File: src/dual_channel_rms_gain_meter_top_defines.svh
// assertion macros shared by the meter's rtl
`ifndef DUAL_CHANNEL_RMS_GAIN_METER_TOP_DEFINES_SVH
`define DUAL_CHANNEL_RMS_GAIN_METER_TOP_DEFINES_SVH

// same-cycle implication
`define DCRGM_ASSERT_IMP(label, ante, cons) \
    label: assert property (@(posedge clk) disable iff (!rst_n) (ante) |-> (cons)) \
        else $error("dcrgm check failed");

// next-cycle implication
`define DCRGM_ASSERT_NXT(label, ante, cons) \
    label: assert property (@(posedge clk) disable iff (!rst_n) (ante) |=> (cons)) \
        else $error("dcrgm check failed");

`endif

File: src/dcrgm_pkg.sv
`default_nettype none
package dcrgm_pkg;

    localparam int SUM_W = 23;
    localparam int SQ_W = 35;
    localparam int ACC_W = 27;
    localparam int DIV_W = 51;
    localparam int PA_W = 51;
    localparam int PB_W = 50;
    localparam int Q16_W = 32;
    localparam int MV_W = 16;
    localparam int DC_W = 12;
    localparam int BAND_W = 23;
    localparam int CFG_ADDR_W = 3;
    localparam int CFG_DATA_W = 24;

    localparam logic [17:0] TWO_SQRT2_Q16 = 18'd185364;

    localparam logic [11:0] RST_FRAME_PAIRS = 12'd1960;
    localparam logic [7:0]  RST_SKIP_PAIRS = 8'd0;
    localparam logic [7:0]  RST_FRAMES_AVG = 8'd100;
    localparam logic [23:0] RST_RMS_SCALE = 24'd344330;
    localparam logic [23:0] RST_DC_SCALE = 24'd44800;
    localparam logic [9:0]  RST_DC_OFFSET = 10'd70;
    localparam logic [15:0] RST_TARGET = 16'd0;
    localparam logic [7:0]  WIPER_RESET = 8'd127;
    localparam logic [7:0]  WIPER_MAX = 8'd254;
    localparam logic [7:0]  WIPER_MIN = 8'd1;
    localparam logic [15:0] TARGET_MIN_MV = 16'd1000;

    localparam logic [CFG_ADDR_W-1:0] REG_FRAME_PAIRS = 3'd0;
    localparam logic [CFG_ADDR_W-1:0] REG_SKIP_PAIRS = 3'd1;
    localparam logic [CFG_ADDR_W-1:0] REG_FRAMES_AVG = 3'd2;
    localparam logic [CFG_ADDR_W-1:0] REG_IN_SCALE = 3'd3;
    localparam logic [CFG_ADDR_W-1:0] REG_OUT_SCALE = 3'd4;
    localparam logic [CFG_ADDR_W-1:0] REG_DC_SCALE = 3'd5;
    localparam logic [CFG_ADDR_W-1:0] REG_DC_OFFSET = 3'd6;
    localparam logic [CFG_ADDR_W-1:0] REG_TARGET = 3'd7;

    localparam logic [1:0] STEP_HOLD = 2'd0;
    localparam logic [1:0] STEP_UP = 2'd1;
    localparam logic [1:0] STEP_DOWN = 2'd2;

    typedef enum logic [1:0] {
        DIV_VAR   = 2'd0,
        DIV_SHIFT = 2'd1,
        DIV_DC    = 2'd2,
        DIV_AVG   = 2'd3
    } div_src_t;

    typedef struct packed {
        logic     accept;
        logic     mul_frame;
        logic     div_start;
        div_src_t div_src;
        logic     sqrt_start;
        logic     acc_add;
        logic     dc_mul;
        logic     dc_store;
        logic     frame_clear;
        logic     frame_inc;
        logic     avg_mul;
        logic     avg_clamp;
        logic     vpp_mul;
        logic     res_store;
        logic     period_done;
        logic     ch;
    } cmd_t;

    typedef struct packed {
        logic frame_end;
        logic period_end;
        logic div_busy;
        logic sqrt_busy;
        logic out_free;
    } status_t;

endpackage
`default_nettype wire

File: src/dcrgm_ctrl.sv
`default_nettype none
module dcrgm_ctrl import dcrgm_pkg::*; (
    input  wire logic    clk,
    input  wire logic    rst_n,
    input  wire logic    in_valid,
    output logic         in_ready,
    input  wire status_t status,
    output cmd_t         cmd
);
    typedef enum logic [13:0] {
        S_IDLE    = 14'b00000000000001,
        S_F_MUL   = 14'b00000000000010,
        S_F_SUB   = 14'b00000000000100,
        S_F_DIV1  = 14'b00000000001000,
        S_F_DIV2  = 14'b00000000010000,
        S_F_SQRT  = 14'b00000000100000,
        S_F_DCMUL = 14'b00000001000000,
        S_F_DCDIV = 14'b00000010000000,
        S_A_START = 14'b00000100000000,
        S_A_DIV   = 14'b00001000000000,
        S_A_CLAMP = 14'b00010000000000,
        S_A_VPP   = 14'b00100000000000,
        S_A_NEXT  = 14'b01000000000000,
        S_DECIDE  = 14'b10000000000000
    } state_t;

    state_t state_reg, state_next;
    logic   ch_reg, ch_next;

    always_comb
    begin
        state_next = state_reg;
        ch_next = ch_reg;
        cmd = '0;
        cmd.div_src = DIV_VAR;
        cmd.ch = ch_reg;
        in_ready = 1'b0;

        unique case (state_reg)
            S_IDLE:
            begin
                in_ready = 1'b1;
                if (in_valid)
                begin
                    cmd.accept = 1'b1;
                    if (status.frame_end)
                    begin
                        ch_next = 1'b0;
                        state_next = S_F_MUL;
                    end
                end
            end
            S_F_MUL:
            begin
                cmd.mul_frame = 1'b1;
                state_next = S_F_SUB;
            end
            S_F_SUB:
            begin
                cmd.div_start = 1'b1;
                cmd.div_src = DIV_VAR;
                state_next = S_F_DIV1;
            end
            S_F_DIV1:
            begin
                if (!status.div_busy)
                begin
                    cmd.div_start = 1'b1;
                    cmd.div_src = DIV_SHIFT;
                    state_next = S_F_DIV2;
                end
            end
            S_F_DIV2:
            begin
                if (!status.div_busy)
                begin
                    cmd.sqrt_start = 1'b1;
                    state_next = S_F_SQRT;
                end
            end
            S_F_SQRT:
            begin
                if (!status.sqrt_busy)
                begin
                    cmd.acc_add = 1'b1;
                    cmd.dc_mul = 1'b1;
                    state_next = S_F_DCMUL;
                end
            end
            S_F_DCMUL:
            begin
                cmd.div_start = 1'b1;
                cmd.div_src = DIV_DC;
                state_next = S_F_DCDIV;
            end
            S_F_DCDIV:
            begin
                if (!status.div_busy)
                begin
                    cmd.dc_store = 1'b1;
                    if (!ch_reg)
                    begin
                        ch_next = 1'b1;
                        state_next = S_F_MUL;
                    end
                    else
                    begin
                        cmd.frame_clear = 1'b1;
                        ch_next = 1'b0;
                        if (status.period_end)
                        begin
                            state_next = S_A_START;
                        end
                        else
                        begin
                            cmd.frame_inc = 1'b1;
                            state_next = S_IDLE;
                        end
                    end
                end
            end
            S_A_START:
            begin
                cmd.div_start = 1'b1;
                cmd.div_src = DIV_AVG;
                state_next = S_A_DIV;
            end
            S_A_DIV:
            begin
                if (!status.div_busy)
                begin
                    cmd.avg_mul = 1'b1;
                    state_next = S_A_CLAMP;
                end
            end
            S_A_CLAMP:
            begin
                cmd.avg_clamp = 1'b1;
                state_next = S_A_VPP;
            end
            S_A_VPP:
            begin
                cmd.vpp_mul = 1'b1;
                state_next = S_A_NEXT;
            end
            S_A_NEXT:
            begin
                cmd.res_store = 1'b1;
                if (!ch_reg)
                begin
                    ch_next = 1'b1;
                    state_next = S_A_START;
                end
                else
                begin
                    ch_next = 1'b0;
                    state_next = S_DECIDE;
                end
            end
            S_DECIDE:
            begin
                if (status.out_free)
                begin
                    cmd.period_done = 1'b1;
                    state_next = S_IDLE;
                end
            end
            default:
            begin
                state_next = S_IDLE;
            end
        endcase
    end

    always_ff @(posedge clk or negedge rst_n)
    begin
        if (!rst_n)
        begin
            state_reg <= S_IDLE;
            ch_reg <= 1'b0;
        end
        else
        begin
            state_reg <= state_next;
            ch_reg <= ch_next;
        end
    end
endmodule
`default_nettype wire

File: config.mk
export PLATFORM = sky130hd
export DESIGN_NAME = dcrgm_ctrl
export DESIGN_NICKNAME = d
export VERILOG_FILES = /design/src/dual_channel_rms_gain_meter_top_defines.svh /design/src/dcrgm_pkg.sv /design/src/dcrgm_ctrl.sv
export SDC_FILE = /design/constraint.sdc
export NUM_CORES = 1
export LEC_CHECK = 0
export ABC_AREA = 1
export BUFFER_PORTS_ARGS = -buffer_cell sky130_fd_sc_hd__buf_4
export CORE_MARGIN = 1.5
export CORE_UTILIZATION = 40
export DETAILED_ROUTE_END_ITERATION = 7
export HOLD_SLACK_MARGIN = 0.12
export PLACE_DENSITY = 0.72
export SLEW_MARGIN = 30
export SYNTH_ARGS = -nofsm -noshare
export SYNTH_HDL_FRONTEND = slang
export SYNTH_SLANG_ARGS = --single-unit
File: constraint.sdc
create_clock -name clk -period 2.8 [get_ports clk]
set_clock_uncertainty 0.05 [all_clocks]
set_input_delay 0.14 -clock clk [delete_from_list [all_inputs] [get_ports clk]]
set_output_delay 0.14 -clock clk [all_outputs]
set_load 0.02 [all_outputs]
# --- Yosys cells after proc, flatten, opt, wreduce, memory -nomap -nowiden ---
# Cells that the tools add are included.
# W data, S select, Z words.
classes:
  n_reduce_logical: 3
  eq_ne: 22
  muxes: 37
op_table:
  columns: ["operator", "n"]
  rows:
  - ["$pmux W14 S14", 1]
  - ["$mux W14", 10]
  - ["$mux W1", 17]
  - ["$ne A2 B2 Y1 const B", 8]
  - ["$eq A14 B1 Y1 const B", 1]
  - ["$eq A14 B10 Y1 const B", 1]
  - ["$eq A14 B11 Y1 const B", 1]
  - ["$eq A14 B12 Y1 const B", 1]
  - ["$eq A14 B13 Y1 const B", 1]
  - ["$eq A14 B14 Y1 const B", 1]
  - ["$eq A14 B2 Y1 const B", 1]
  - ["$eq A14 B3 Y1 const B", 1]
  - ["$eq A14 B4 Y1 const B", 1]
  - ["$eq A14 B5 Y1 const B", 1]
  - ["$eq A14 B6 Y1 const B", 1]
  - ["$eq A14 B7 Y1 const B", 1]
  - ["$eq A14 B8 Y1 const B", 1]
  - ["$eq A14 B9 Y1 const B", 1]
  - ["$pmux W3 S4", 1]
  - ["$mux W3", 3]
  - ["$mux W9", 1]
  - ["$reduce_and A8 Y1", 1]
  - ["$mux W2", 3]
  - ["$reduce_and A4 Y1", 1]
  - ["2 further kinds", 2]
word_totals:
  inputBits: 8
  ff_bits: 15
  out_inout_bits: 18

# --- Logic depth before layout (Yosys ltp) ---
logic_depth:
  depth_word: 4
  depth_mapped: 12
  depth_no_buf: 12

# --- Least setup slack after synthesis ---
# No wires, ideal clock.
synth_path:
  kind: "register to output"
  startpoint: "reg state_reg[11]"
  endpoint: "out cmd[6] in the netlist's numbering"
  required_time_ps: 2610
  arrival_time_ps: 1523
  n_path_buf: 1
  path_slack_ps: 1087
  path_stages_with_launch: 8
  cell_sequence: "dfrtp_1 nor2_2 nand2_2 nor2_4 buf_6 nand2_4 or3_4 nor2_1"
synth_lines:
  columns: ["element", "line_no", "rtl"]
  rows:
  - ["from (decl)", "dcrgm_ctrl.sv:27", "state_t state_reg, state_next;"]
  - ["from (signal assigned)", "dcrgm_ctrl.sv:184", "state_reg <= state_next;"]
  - ["to (decl)", "dcrgm_ctrl.sv:8", "output cmd_t cmd"]

==> run metrics <==
status=complete, no violations; met2 WL=1.15 mm; peak supply drop=0.000554 V; area share of the largest cell type after synthesis=0.335; Clk pin slew, worst setup/hold paths=100 ps; Routed WL per cell=11.3 um; R2R Setup Slk=1050 ps; RSZ-0062 raised after global routing=no; Mapped Cells=153; yosys warns=0; max layer used=met4; crit path buf inv count=1; Die Ht=54.1 um; CP required=2610 ps; CTS sink cnt=15; post-DP HPWL=1.88 mm; Crit-path slowest cell=dfrtp_1; Synth area leaders=dfrtp_1, nand2_1, nor2_1; largest net degree at the start of global routing=16; number of synthesized flops with an enable pin=0; CP Launch Type=register; sequential fraction of the synthesis area=0.360; Hold Path Depth=4; drt total wl=2.39 mm; Max Clock Freq=479 MHz; first-pass GRT wire length=3.90 mm; count of cell types in the netlist=26; Synth area leader=dfrtp_1; gr usage total=0.184; vias per std cell=4.73; initial DRC count=22; Tmin final=2090 ps; top cells by count, synth=nand2_1, nor2_1, inv_1; Final Cycle Share=0.746; Seq cells post-synth=15; Top delay family on crit path=simple AND/OR/NAND/NOR gates; Pwr Density=559 nW/um^2; initial antenna violation count=0; drt drc=0; port buffer count=25; Hold Path Sink=state_reg[13]$_DFFE_PN0P_; area of the mapped netlist=1040 um^2; Longest Clk Path Bufs=2; routed vias=1,002; setup violators final=0; Critical Path Max Stage Delay=410 ps; met3 wire len=124 um; first drt pass iteration count=4; Placer Congestion=0.905; cell area after layout=1310 um^2; Initial Util=0.422; GR Overflow Total=0; IO Pins=26; Synth Area per Inst=6.83 um^2; CP Max Fanout=12; Layout Nets=191; share of cells above drive strength 1=0.280; floorplan core area=2480 um^2; Die X=54.1 um; maxcap violations=0; worst slew pin tran=297 ps; total CTS buffers=3; CTS root buf=clkbuf_4; Util after Layout=0.527; clk_lat worst skew=280 ps; Setup crit end kind=output port; # rows=18; Placed Area=1240 um^2; most frequent cell after synthesis=nand2_1; Top FF cell, synth=dfrtp_1; Layout Area Growth over Synthesis=25.0%; number of global-route vias before repair=922; min-delay src=status[0]; # fillers=241; Diodes inserted=0; Pleak=0.817 nW; setup total negative slack=0 ps; ANT nets after route=0; CTS tree=done; WL met1=1.11 mm; max FFs per register=14; DIE AREA=2930 um^2; syn nets=161; Max-slew headroom=0.802; Hold Crit Class=in -> reg; CP Class=reg -> out; Async SR Flop Fraction=1.00; final-report hold violation count=0; CP Cell Sequence=nor2_2 -> nand2_2 -> nor2_4 -> nand2_4 -> or3_4 -> nor2_1 -> buf_4; CP startpoint=state_reg[11]$_DFFE_PN0P_; r2r startpoint=state_reg[11]$_DFFE_PN0P_; max-slew violation count=0; CP arrival=1900 ps; Worst Reg-to-Reg Cells=9; H-tree depth=1; reg-to-reg endpoint=state_reg[1]$_DFFE_PN0P_
-- per-layer routing --
metal,up-vias,global-route usage
met3,2,0.0222
met2,30,0.301
met1,446,0.248
met4,0,0.0708
met5,-,0
li1,524,-
-- timing repair --
action                                 CTS  global route
endpoints found under the hold margin   19             0
setup buffers                            0             0
hold buffers                             4             0
gates resized for setup                  0             0
-- worst register-to-register path: stages, from the launching register on --
cell	delay [ps]
dfrtp_1	410
nor2_2	140
nand2_2	100
nor2_4	260
nand3_1	190
nand3_2	110
nand2_1	60
nand2_2	120
inv_2	60
and3_1	150
-- through the flow --
| step | hold WS (ps) | power, mW | std cells | setup slack (ps) |
|---|---|---|---|---|
| 6_report | 148 | 0.730 | 212 | 710 |
| 5_1_grt | 201 | 0.780 | 212 | 546 |
| 4_1_cts | 150 | 0.731 | 212 | 722 |
| 3_5_place_dp | -38.0 | 0.599 | 204 | 1050 |
| 3_3_place_gp | -43.4 | 0.591 | 204 | 1070 |
| 2_1_floorplan | -206 | 0.503 | 153 | 1090 |
-- cell usage in the layout, fill, tap and decap left out --
cell type,Yosys,layout
buf_4,2,25
nand3_1,12,12
nor2_2,7,7
nand2_2,4,4
a31oi_1,1,1
clkbuf_1,1,1
or2_2,2,2
and3_1,1,1
nor3_1,3,3
nor2_8,1,1
inv_2,2,2
dfstp_2,1,1
clkbuf_4,0,3
nor2_4,2,2
nand3_2,2,2
nand3b_1,2,2
or3_4,1,1
nand2_1,34,34
a21oi_1,1,1
o21ai_1,1,1
dfrtp_1,14,14
dlygate4sd3_1,0,4
nand2_4,1,1
inv_1,24,24
o21ai_0,4,4
nand4_1,2,2
nor2_1,27,27
-- how the worst max path moves through the flow --
stage / to / depth (start not counted)
2_1_floorplan: cmd[6] / 7
3_3_place_gp: cmd[6] / 7
3_5_place_dp: cmd[6] / 7
4_1_cts: cmd[6] / 7
5_1_grt: cmd[6] / 7
6_report: cmd[6] / 7
-- cell type report --
type                       count  area (um^2)  share of cell area
sequential                    15          377               0.288
clock buffer                   4         26.3              0.0201
multi-input combinational    108          541               0.414
timing repair buffer          29          228               0.174
inverter                      26         97.6              0.0747
tap                           30         37.5              0.0287
-- where the power goes --
part | switching, mW | total [mW] | internal [mW]
combinational | 0.228 | 0.343 | 0.115
sequential | 0.0157 | 0.257 | 0.241
clock | 0.0753 | 0.130 | 0.0552
-- kinds of logic after synthesis --
group                  after synthesis  synth area share
AOI/OAI and AO/OA                    7            0.0347
and+or+nand+nor                    101             0.483
DFF                                 15             0.360
buffers and inverters               30             0.122
(Power assumes the default switching activity.)
